### config.mk
export PLATFORM = sky130hd
export DESIGN_NAME = t2r_ctrl
export DESIGN_NICKNAME = d
export VERILOG_FILES = /design/src/rtl/t2r_pkg.sv /design/src/rtl/t2r_ctrl.sv
export SDC_FILE = /design/constraint.sdc
export NUM_CORES = 1
export LEC_CHECK = 0
export ABC_CLOCK_PERIOD_IN_PS = 1100
export BUFFER_PORTS_ARGS = -buffer_cell sky130_fd_sc_hd__buf_4
export CAP_MARGIN = 0
export CELL_PAD_IN_SITES_DETAIL_PLACEMENT = 0
export CELL_PAD_IN_SITES_GLOBAL_PLACEMENT = 2
export CORE_MARGIN = 10
export CORE_UTILIZATION = 18
export CTS_CLUSTER_SIZE = 25
export DETAILED_ROUTE_END_ITERATION = 12
export PLACE_DENSITY = 0.68
export SYNTH_ARGS = -nofsm -noshare
export SYNTH_HDL_FRONTEND = slang
export SYNTH_SLANG_ARGS = --single-unit
### constraint.sdc
create_clock -name clk -period 1.1 [get_ports clk]
set_input_delay 0.11 -clock clk [delete_from_list [all_inputs] [get_ports clk]]
set_output_delay 0.11 -clock clk [all_outputs]
set_load 0.05 [all_outputs]
### src/rtl/t2r_pkg.sv
// Shared types and constants for the 2bpp tile to raster converter.
// Depends on nothing; used by t2r_ctrl, t2r_dpath and the top level.
package t2r_pkg;

    // Input command codes
    localparam logic CMD_LOAD = 1'b0;
    localparam logic CMD_READ = 1'b1;

    // Configuration register indexes
    localparam int CFG_IDX_W = 3;
    localparam int CFG_DATA_W = 24;
    localparam logic [CFG_IDX_W-1:0] REG_WIDTH_TILES  = 3'd0;
    localparam logic [CFG_IDX_W-1:0] REG_HEIGHT_TILES = 3'd1;
    localparam logic [CFG_IDX_W-1:0] REG_PALETTE_0    = 3'd2;
    localparam logic [CFG_IDX_W-1:0] REG_PALETTE_1    = 3'd3;
    localparam logic [CFG_IDX_W-1:0] REG_PALETTE_2    = 3'd4;
    localparam logic [CFG_IDX_W-1:0] REG_PALETTE_3    = 3'd5;

    // Reset values of the configuration registers
    localparam logic [3:0]  SIDE_RESET     = 4'd7;
    localparam logic [23:0] PALETTE0_RESET = 24'hffffff;
    localparam logic [23:0] PALETTE1_RESET = 24'haaaaaa;
    localparam logic [23:0] PALETTE2_RESET = 24'h555555;
    localparam logic [23:0] PALETTE3_RESET = 24'h000000;

    localparam logic [1:0] GRAY_MAX = 2'd3;
    localparam int PIXELS_PER_SPAN = 8;

    // Commands from the controller to the datapath
    typedef struct packed {
        logic load_start;   // latch planes and start tile division
        logic div_step;     // one restoring division step
        logic write_row;    // write interleaved row into the store
        logic read_start;   // read next span from the store
        logic emit;         // load one pixel into the output register
        logic span_done;    // advance the read counter or clear both counters
    } t2r_cmd_t;

    // Status from the datapath to the controller
    typedef struct packed {
        logic load_ok;      // image not yet fully loaded
        logic image_full;   // all rows loaded, reads allowed
        logic div_last;     // final division step this cycle
        logic out_free;     // output register can take a word
        logic pix_last;     // eighth pixel of the span is next
    } t2r_status_t;

    // Interleave two bitplanes into eight 2-bit indices, leftmost in bits 15..14
    function automatic logic [15:0] interleave_row(input logic [7:0] lo,
                                                   input logic [7:0] hi);
        logic [15:0] word;
        word = '0;
        for (int c = 0; c < 8; c++) begin
            word[2*c]   = lo[c];
            word[2*c+1] = hi[c];
        end
        return word;
    endfunction

endpackage

### src/rtl/t2r_ctrl.sv
// Controller state machine of the tile to raster converter.
// Depends on t2r_pkg; drives commands into t2r_dpath.
module t2r_ctrl (
    input  logic                 clk,
    input  logic                 rst_n,
    input  logic                 in_valid,
    output logic                 in_ready,
    input  logic                 command,
    input  t2r_pkg::t2r_status_t status,
    output t2r_pkg::t2r_cmd_t    cmd
);

    typedef enum logic [3:0] {
        ST_IDLE  = 4'b0001,
        ST_DIV   = 4'b0010,
        ST_WRITE = 4'b0100,
        ST_EMIT  = 4'b1000
    } t2r_state_t;

    t2r_state_t state_reg;
    t2r_state_t state_next;
    logic       accept;

    assign in_ready = (state_reg == ST_IDLE);
    assign accept   = in_valid && in_ready;

    // Decode next state and datapath commands
    always_comb
    begin
        state_next = state_reg;
        cmd        = '0;
        case (state_reg)
            ST_IDLE:
            begin
                if (accept)
                begin
                    if (command == t2r_pkg::CMD_LOAD)
                    begin
                        if (status.load_ok)
                        begin
                            cmd.load_start = 1'b1;
                            state_next     = ST_DIV;
                        end
                    end
                    else if (status.image_full)
                    begin
                        cmd.read_start = 1'b1;
                        state_next     = ST_EMIT;
                    end
                end
            end
            ST_DIV:
            begin
                cmd.div_step = 1'b1;
                if (status.div_last)
                begin
                    state_next = ST_WRITE;
                end
            end
            ST_WRITE:
            begin
                cmd.write_row = 1'b1;
                state_next    = ST_IDLE;
            end
            ST_EMIT:
            begin
                if (status.out_free)
                begin
                    cmd.emit = 1'b1;
                    if (status.pix_last)
                    begin
                        cmd.span_done = 1'b1;
                        state_next    = ST_IDLE;
                    end
                end
            end
            default:
            begin
                state_next = ST_IDLE;
            end
        endcase
    end

    // Hold state
    always_ff @(posedge clk or negedge rst_n)
    begin
        if (!rst_n)
        begin
            state_reg <= ST_IDLE;
        end
        else
        begin
            state_reg <= state_next;
        end
    end

endmodule

==> out/summary.txt, run 1 <==
Post-route clock period utilization = 138%
Global placer's final weighted congestion = 0.694
Category of the most critical setup path = reg -> out
CP Capture Type = output port
Boundary Pins = 16
Post-synth cell types = 16
Sum of buffers and inverters on the critical path = 1
Largest net degree at the start of global routing = 5
Synth area leaders = dfrtp_1, dfstp_2, nor4b_4
Number of buffers on the longest clock path = 2
Total area of sequential cells = 104 sq um
Pwr Density = 977 mW/mm^2
Area overhead of the layout relative to synthesis = 141%
Largest delay share family, worst path = flip-flops
Switch share = 30.5%
Diodes inserted = 0
YS warnings = 0
Source of the worst hold timing path = status[2]
Dominant combinational cell family by area after synthesis = simple AND/OR/NAND/NOR gates
Number of antenna violations at the first check in global routing = 0
Cts bufs inserted = 3
Global-route wire length before repair = 1.43 mm
Clock Latency Late Sink = 0.23 ns
Static leakage = 0.294 nW
Sequential area share after synthesis = 39.1%
Netlist Area Pre-Place = 259 sq um
Floorplan row count = 13
Share of synthesized cell area in full adder, half adder and majority cells = 0%
Share of Yosys cell area claimed by the top area cell type = 29.0%
Library cell contributing the largest single delay on the critical path = dfstp_2
Final routed wire length divided by cell count = 11.9 um
Class of the tightest hold or removal check = in -> reg
Worst Max-Slew Pin Slew = 0.319 ns
Total internal power = 0.424 mW
FF-to-FF Start = state_reg[0]$_DFFE_PN1P_
Width of the die = 57.9 um
Gate Count Post-Synth = 27
Average instance area after synthesis = 9.59 sq um
Max FO, Critical Path = 4
Worst-path clk slew = 0.03 ns
Clock network power share = 31.7%
H-tree levels = 1
Buffers added on ports = 15
Final TNS setup = -3.10 ns
Via count normalized by instance count = 4.36
Starting Density = 19.4%
Layout cell share with drive strength beyond 1 = 77.6%
DRC violation count after routing = 0
Max-cap violations = 0
Hold violation count in the final report = 0
Via count = 318
Starting DRC count in detailed routing = 4
Delay of the slowest cell on the worst path = 0.52 ns
Post-route setup slack = -0.414 ns
CTS root buffer = clkbuf_4
Startpoint of the most critical setup path = state_reg[0]$_DFFE_PN1P_
Data required time at the worst endpoint = 0.99 ns
TritonCTS clock tree = yes
Via count of the first global-routing pass = 341
Number of storage elements in the synthesis netlist = 4
Max-slew headroom at the worst pin = 78.7%
Post-DP HPWL = 700 um
Routed WL = 872 um
Maximum ir drop on the vdd rail = 694 uV
Sw Pwr = 0.186 mW
Startpoint Class = flop
Max Slew Vio Count = 0
Portion of netlist area occupied by mux cells = 0%
Maximum clock frequency = 661 MHz
Violations in the final reports = negative setup slack
Flip-flop count of the largest register, all copies and words added = 4
Final net count = 68
Overall Global Routing Usage = 5.30%
Synth area leader = dfrtp_1
Setup repair after global routing missed its margin = true
Final critical path time including I/O delays and setup = 1.51 ns
Core box area = 0.00133 sq mm
Leftover overflow at the end of global routing = 0
Post-place setup slack = -0.221 ns
Simple-gate portion of the synthesized area = 47.3%
Fraction of power consumed by combinational cells = 40.5%
CTS sink count = 4
Fillers = 134
Cell Chain, Critical Path = nor4b_4 -> nand2_2 -> nor2_4 -> buf_8
Sequential group share of total power = 27.8%
Worst clock skew = 0.00590 ns
Share of the synthesized area in compound gates (AO/OA/AOI/OAI) = 10.6%
Multi-input gate area = 214 sq um
DR pass1 iterations = 4
Die Span Y = 57.9 um
Total nets after synthesis = 36
Worst Path Arrival = 1.40 ns
Number of nets with antenna violations after detailed routing = 0
Overall die area = 0.00336 sq mm
XOR/XNOR share of the synthesized area = 0%
Setup violators final = 10
Status = finished with violations
## placed cells by master (no fill, tap or decap)
master and count:
a21oi_1 1, and2_1 2, and2b_2 2, and3_4 1, buf_4 17, buf_6 5, buf_8 4, clkbuf_1 1
clkbuf_4 3, dfrtp_1 1, dfrtp_2 2, dfstp_2 1, dlygate4sd3_1 1, inv_1 2, nand2_1 2, nand2_2 1
nand2_4 1, nand2b_1 1, nor2_4 4, nor4b_2 1, nor4b_4 2, o22ai_1 1, o22ai_2 1, o32a_1 1
## stage by stage
stage / total power [mW] / std cells / instance area, sq um / util [%] / hold WS (ns)
2_1_floorplan: 0.280 / 27 / 295 / - / -0.186
3_3_place_gp: 0.363 / 64 / 479 / 35.9 / -0.0953
3_5_place_dp: 0.365 / 64 / 479 / 35.9 / -0.0931
4_1_cts: 0.618 / 73 / 611 / 45.8 / 0.0747
5_1_grt: 0.648 / 73 / 624 / 46.8 / 0.0778
6_report: 0.610 / 73 / 624 / 46.8 / 0.0791
## final timing paths
kind | to | slack (ns) | depth (start not counted)
max in group asynchronous | state_reg[0]$_DFFE_PN1P_ | 0.69 | 2
min in group asynchronous | state_reg[3]$_DFFE_PN0P_ | 0.21 | 2
max reg2reg | state_reg[1]$_DFFE_PN0P_ | -0.28 | 5
min | state_reg[1]$_DFFE_PN0P_ | 0.08 | 2
max | cmd[2] | -0.41 | 4
min reg2reg | state_reg[1]$_DFFE_PN0P_ | 0.63 | 3
## power by group through the flow
stage | Sequential [mW] | Combinational, mW | Clock [mW]
finish | 0.169 | 0.247 | 0.193
global route | 0.171 | 0.262 | 0.215
CTS | 0.169 | 0.245 | 0.204
detailed placement | 0.170 | 0.195 | 0
global placement | 0.170 | 0.193 | 0
floorplan | 0.174 | 0.106 | 0
## cell type report
| type | count | area share [%] |
|---|---|---|
| multi-input cells | 21 | 34.3 |
| well taps | 15 | 3.01 |
| inverters | 2 | 1.20 |
| clock buffers | 4 | 4.21 |
| flip-flops and latches | 4 | 16.6 |
| repair buffers | 27 | 40.7 |
## logic make-up (layout without fill, tap and decap cells)
logic type      count (synthesis)  after routing
flops                           4              4
simple gates                   17             17
buf+inv                         2             33
compound gates                  4              4
## timing repair
action | 4_1_cts | 5_1_grt
hold endpoints to repair | 4 | 0
cloned | 0 | 0
hold buffers | 1 | 0
pin swaps | 4 | 2
endpoints found under the setup margin | 10 | 11
gates resized for setup | 16 | 4
buffers inserted | 4 | 1
## Yosys cell counts (all sizes together)
cell and instances:
dfrtp 3, and2b 2, and2 2, nor4b 3
a21oi 1, dfstp 1, o22ai 2, nand2 4
nor2 4, inv 2, nand2b 1, and3 1
o32a 1
## metal layers
metal | GRT usage (%) | share of wire, %
met1 | 4.46 | 38
met2 | 9.66 | 51
met3 | 2.83 | 10
met4 | 3.02 | 1.4
met5 | 0 | 0
Power figures use the tool's default switching activity.
==> inputs of run 2 (changes only) <==
--- a/config.mk
+++ b/config.mk
@@ -15,6 +15,7 @@
 export CTS_CLUSTER_SIZE = 25
 export DETAILED_ROUTE_END_ITERATION = 12
 export PLACE_DENSITY = 0.68
+export RECOVER_POWER = 25
 export SYNTH_ARGS = -nofsm -noshare
 export SYNTH_HDL_FRONTEND = slang
 export SYNTH_SLANG_ARGS = --single-unit
==> run 2 against run 1 <==
Largest cell class unchanged. Die area is the same. The run still ends with negative setup slack left. Register-to-register slack is essentially flat. Highest routed layer unchanged. Largest power group unchanged. Critical path type unchanged. Sequential power is essentially flat. Maximum frequency about the same.
==> out/summary.txt, run 2 (synthesis gave the netlist of run 1 again) <==
Starting Density = 19.4% (unchanged)
Class of the tightest hold or removal check = in -> reg
Post-route setup slack = -0.415 ns (-0.00140 ns)
Maximum clock frequency = 660 MHz (about the same)
Hold violation count in the final report = 0 (unchanged)
Post-place setup slack = -0.221 ns (unchanged)
Final net count = 68 (unchanged)
FF-to-FF Start = state_reg[0]$_DFFE_PN1P_
CTS root buffer = clkbuf_4
Number of nets with antenna violations after detailed routing = 0 (unchanged)
Max-cap violations = 0 (unchanged)
Overall die area = 0.00336 sq mm (unchanged)
Leftover overflow at the end of global routing = 0 (unchanged)
Violations in the final reports = negative setup slack
Floorplan row count = 13 (unchanged)
DR pass1 iterations = 4 (unchanged)
Post-DP HPWL = 700 um (unchanged)
Worst Path Arrival = 1.41 ns (about the same)
Largest net degree at the start of global routing = 5 (unchanged)
Non-filler instance count after layout = 73 (unchanged)
Worst-path clk slew = 0.03 ns (about the same)
Number of antenna violations at the first check in global routing = 0 (unchanged)
Flip-flop count of the largest register, all copies and words added = 4 (unchanged)
Post-route core utilization = 46.5% (-0.28 points)
Final TNS setup = -3.10 ns (-0.00682 ns)
Boundary Pins = 16 (unchanged)
Clock Latency Late Sink = 0.23 ns (about the same)
Global-route wire length before repair = 1.43 mm (unchanged)
Worst clock skew = 0.00590 ns (unchanged)
Core box area = 0.00133 sq mm (unchanged)
Final routed wire length divided by cell count = 11.9 um (-0.34%)
Max FO, Critical Path = 4 (unchanged)
Number of buffers on the longest clock path = 2 (unchanged)
DRC violation count after routing = 0 (unchanged)
Highest-count cells in the layout ignoring fill and taps = buf_4, buf_6, nor2_4, buf_8, clkbuf_4
CTS sink count = 4 (unchanged)
CP Capture Type = output port
Diodes inserted = 0 (unchanged)
Setup violators final = 10 (unchanged)
Setup repair after global routing missed its margin = true
Global placer's final weighted congestion = 0.694 (unchanged)
Via count = 319 (+0.31%)
Die Span Y = 57.9 um (unchanged)
Source of the worst hold timing path = status[2]
Category of the most critical setup path = reg -> out
Starting DRC count in detailed routing = 4 (unchanged)
Data required time at the worst endpoint = 0.99 ns (about the same)
Area overhead of the layout relative to synthesis = 140%
Via count of the first global-routing pass = 341 (unchanged)
Max Slew Vio Count = 0 (unchanged)
Via count normalized by instance count = 4.37 (+0.31%)
Width of the die = 57.9 um (unchanged)
Most common cell after layout, fill and taps aside = buf_4
Final total power = 0.608 mW (-0.24%)
Worst Max-Slew Pin Slew = 0.319 ns (unchanged)
TritonCTS clock tree = yes
Cts bufs inserted = 3 (unchanged)
Startpoint of the most critical setup path = state_reg[0]$_DFFE_PN1P_
Post-route clock period utilization = 138% (about the same)
Buffers added on ports = 15 (unchanged)
Max-slew headroom at the worst pin = 78.7% (unchanged)
Maximum ir drop on the vdd rail = 694 uV (about the same)
Cells after DPL = 64 (unchanged)
Status = finished with violations
Static leakage = 0.291 nW (-1.2%)
Layout cell share with drive strength beyond 1 = 75.9% (-1.7 points)
Pwr Density = 980 mW/mm^2 (+0.36%)
Final critical path time including I/O delays and setup = 1.52 ns (+0.00140 ns)
Routed WL = 869 um (-0.34%)
Startpoint Class = flop
H-tree levels = 1 (unchanged)
Overall Global Routing Usage = 5.30% (unchanged)
## run 2: cell count changes in the layout (fill, tap and decap cells not counted), sizes merged
| cell | previous run | this run |
|---|---|---|
| buf | 26 | 25 |
| clkbuf | 4 | 5 |
## run 2: what timing repair did
item                       in CTS  in global routing
hold endpoints to repair        4                  0
pin swaps                       4                  2
setup endpoints to repair      10                 11
buffers inserted                4                  1
resized for setup              16                  4
hold buffers                    1                  0
## run 2: area by class of cell
class                      count  area [sq um]
fill                         136           713
timing repair buffer          27           250
multi-input combinational     21           214
sequential                     4           104
clock buffer                   4          26.3
tap                           15          18.8
inverter                       2          7.51
## run 2: where the power goes
| part | internal, mW | leakage, nW | switching, mW |
|---|---|---|---|
| logic | 0.126 | 0.227 | 0.119 |
| clock network | 0.136 | 0.0150 | 0.0573 |
| registers | 0.160 | 0.0486 | 0.00922 |
| total | 0.422 | 0.291 | 0.186 |
## run 2: path summary, 6_finish.rpt
kind                       depth (start not counted)  slack (ns)                        to
min reg2reg                                        3        0.63  state_reg[1]$_DFFE_PN0P_
max reg2reg                                        5       -0.28  state_reg[1]$_DFFE_PN0P_
min in group asynchronous                          2        0.23  state_reg[2]$_DFFE_PN0P_
max in group asynchronous                          2        0.62  state_reg[0]$_DFFE_PN1P_
min                                                2        0.08  state_reg[1]$_DFFE_PN0P_
max                                                4       -0.42                    cmd[2]
## run 2: per-stage QoR
step	instance area [sq um]	hold slack (ns)
floorplan	295	-0.186
finish	621	0.0791
detailed placement	479	-0.0931
CTS	611	0.0747
global placement	479	-0.0953
global route	621	0.0778
## run 2: layer usage
layer	part of all wire, %	vias to the layer above	track usage, %
met4	1.4	0	3.02
met3	10	2	2.83
met2	51	13	9.66
met1	38	146	4.46
met5	0	-	0
li1	-	158	-
## run 2: critical path, cell delays in order, from the launching register on
cell	delay, ns
dfstp_2	0.52
nor4b_4	0.23
nand2_2	0.16
nor2_4	0.12
buf_8	0.15
==> inputs of run 3 (changes only) <==
--- a/config.mk
+++ b/config.mk
@@ -16,6 +16,7 @@
 export DETAILED_ROUTE_END_ITERATION = 12
 export PLACE_DENSITY = 0.68
 export RECOVER_POWER = 25
+export SETUP_SLACK_MARGIN = 0.4
 export SYNTH_ARGS = -nofsm -noshare
 export SYNTH_HDL_FRONTEND = slang
 export SYNTH_SLANG_ARGS = --single-unit
==> run 3 against run 2 <==
The run still ends with negative setup slack left. Hold slack improved by 0.0026 ns. Final cell count rose by 1.4%. Die area did not move. Register-to-register slack got worse by 0.12 ns. Maximum frequency fell by 0.29%. Utilization fell by 1.0 points. Critical path type unchanged. Largest power group unchanged. Highest routed layer unchanged.
==> out/summary.txt, run 3 (synthesis gave the netlist of run 1 again) <==
Status = finished with violations
Violations in the final reports = negative setup slack
Most common cell after layout, fill and taps aside = buf_4
FF-to-FF End = state_reg[1]$_DFFE_PN0P_
Hold Path End = state_reg[1]$_DFFE_PN0P_
Max Slew Vio Count = 0 (unchanged)
H-tree levels = 1 (unchanged)
Worst Max-Slew Pin Slew = 0.341 ns (+0.0222 ns)
Post-route core utilization = 45.5% (-1.0 points)
CP Capture Type = output port
DR pass1 iterations = 3 (-1)
Via count normalized by instance count = 4.28 (-2.0%)
Post-place setup slack = -0.224 ns (-0.00274 ns)
Post-route clock period utilization = 138% (+0.40 points)
Via count of the first global-routing pass = 361 (+5.9%)
Max-slew headroom at the worst pin = 77.2% (-1.5 points)
Worst-path clk slew = 0.03 ns (about the same)
Die Span Y = 57.9 um (unchanged)
Cell Chain, Critical Path = nor4b_4 -> nand2_2 -> nor2_4 -> buf_8
Leftover overflow at the end of global routing = 0 (unchanged)
Cts bufs inserted = 3 (unchanged)
Highest-count cells in the layout ignoring fill and taps = buf_4, buf_8, buf_6
Largest net degree at the start of global routing = 6 (+1)
Buffers added on ports = 15 (unchanged)
Area after DPL = 479 sq um (unchanged)
Non-filler instance count after layout = 74 (+1.4%)
Maximum clock frequency = 658 MHz (-0.29%)
Area overhead of the layout relative to synthesis = 134%
Pwr Density = 1020 mW/mm^2 (+3.7%)
Clock network power share = 32.2% (+0.4 points)
Floorplan row count = 13 (unchanged)
Final net count = 69 (+1.5%)
Width of the die = 57.9 um (unchanged)
Max FO, Critical Path = 5 (+1)
Sequential group share of total power = 27.3% (-0.6 points)
Number of buffers on the longest clock path = 2 (unchanged)
Worst reg-to-reg setup slack = -0.40 ns (-0.12 ns)
Number of nets with antenna violations after detailed routing = 0 (unchanged)
CTS root buffer = clkbuf_4
Met1 track utilization from global routing = 4.96% (+0.49 points)
Sw Pwr = 0.187 mW (+0.72%)
Total internal power = 0.430 mW (+1.7%)
Clock Latency Late Sink = 0.24 ns (about the same)
Number of antenna violations at the first check in global routing = 0 (unchanged)
Global-route wire length before repair = 1.44 mm (+0.49%)
Flip-flop count of the largest register, all copies and words added = 4 (unchanged)
Post-DP HPWL = 692 um (-1.2%)
Busiest layer in global routing = met2
GR Util met3 = 2.40% (-0.44 points)
Setup repair after global routing missed its margin = true
Hold violation count in the final report = 0 (unchanged)
Worst Path Arrival = 1.41 ns (about the same)
Worst clock skew = 0.00901 ns (+0.00311 ns)
Core box area = 0.00133 sq mm (unchanged)
Class of the tightest hold or removal check = in -> reg
Maximum ir drop on the vdd rail = 680 uV (-1.9%)
Cells after DPL = 64 (unchanged)
Post-route setup slack = -0.419 ns (-0.00443 ns)
Overall Global Routing Usage = 5.31% (about the same)
Data required time at the worst endpoint = 0.99 ns (about the same)
Max-cap violations = 0 (unchanged)
Post-route design area = 607 sq um (-2.2%)
TritonCTS clock tree = yes
Switch share = 30.4% (-0.21 points)
Final routed wire length divided by cell count = 11.4 um (-4.1%)
FF-to-FF Start = state_reg[0]$_DFFE_PN1P_
Starting DRC count in detailed routing = 2 (-2)
Global-route track usage on met2 = 8.90% (-0.77 points)
Overall die area = 0.00336 sq mm (unchanged)
Diodes inserted = 0 (unchanged)
Worst hold path depth = 2 (unchanged)
Delay of the slowest cell on the worst path = 0.52 ns (about the same)
DRC violation count after routing = 0 (unchanged)
Final critical path time including I/O delays and setup = 1.52 ns (+0.00443 ns)
Reg2Reg Depth = 6 (+1)
Library cell contributing the largest single delay on the critical path = dfstp_2
Setup violators final = 10 (unchanged)
Starting Density = 19.4% (unchanged)
Final total power = 0.617 mW (+1.4%)
Static leakage = 0.281 nW (-3.4%)
Fraction of power consumed by combinational cells = 40.5% (about the same)
Routed WL = 845 um (-2.8%)
Layout cell share with drive strength beyond 1 = 72.9% (-3.0 points)
Category of the most critical setup path = reg -> out
Global placer's final weighted congestion = 0.691 (-0.50%)
Boundary Pins = 16 (unchanged)
Startpoint Class = flop
CTS sink count = 4 (unchanged)
Via count = 317 (-0.63%)
Source of the worst hold timing path = status[2]
## run 3: worst max-delay path: cells and delay by family (launching register included)
kind          cells  cell delay, ns
buf+inv           1            0.15
flops             1            0.52
simple gates      3            0.50
## run 3: stage by stage
step                      hold slack [ns]  setup TNS, ns
after global routing               0.0786          -3.96
final                              0.0817          -3.28
after floorplan                    -0.186          -5.21
after CTS                          0.0758          -3.37
after detailed placement          -0.0930          -1.33
after global placement            -0.0949          -1.14
## run 3: power groups by stage
stage / clock network, mW / registers, mW / logic [mW]
CTS: 0.212 / 0.168 / 0.242
finish: 0.199 / 0.168 / 0.250
global route: 0.217 / 0.170 / 0.267
global placement: 0 / 0.170 / 0.193
floorplan: 0 / 0.174 / 0.106
detailed placement: 0 / 0.170 / 0.194
## run 3: layer usage
metal	up-vias	part of all wire (%)	wire [um]
met5	-	0	0
met4	0	1.4	12
met3	2	6.7	57
met2	11	53	447
met1	143	39	327
li1	161	-	-
## run 3: what timing repair did
action / 4_1_cts / 5_1_grt
resized for setup: 11 / 4
endpoints found under the hold margin: 4 / 0
endpoints found under the setup margin: 11 / 11
hold buffers: 1 / 0
pin swaps: 2 / 1
setup buffers: 4 / 1
## run 3: how the worst max path moves through the flow
stage                             startpoint  slack, ns  endpoint  depth (start not counted)
floorplan           state_reg[0]$_DFFE_PN1P_      -0.75    cmd[2]                          3
global placement    state_reg[3]$_DFFE_PN0P_      -0.19    cmd[2]                          4
detailed placement  state_reg[0]$_DFFE_PN1P_      -0.22    cmd[2]                          4
CTS                 state_reg[0]$_DFFE_PN1P_      -0.44    cmd[2]                          4
global route        state_reg[0]$_DFFE_PN1P_      -0.49    cmd[2]                          4
finish              state_reg[0]$_DFFE_PN1P_      -0.42    cmd[2]                          4
## run 3: cell type report
class	count	area, sq um
flip-flops and latches	4	103
repair buffers	28	254
well taps	15	18.8
fillers	145	727
multi-input cells	21	198
clock buffers	4	26.3
inverters	2	7.51
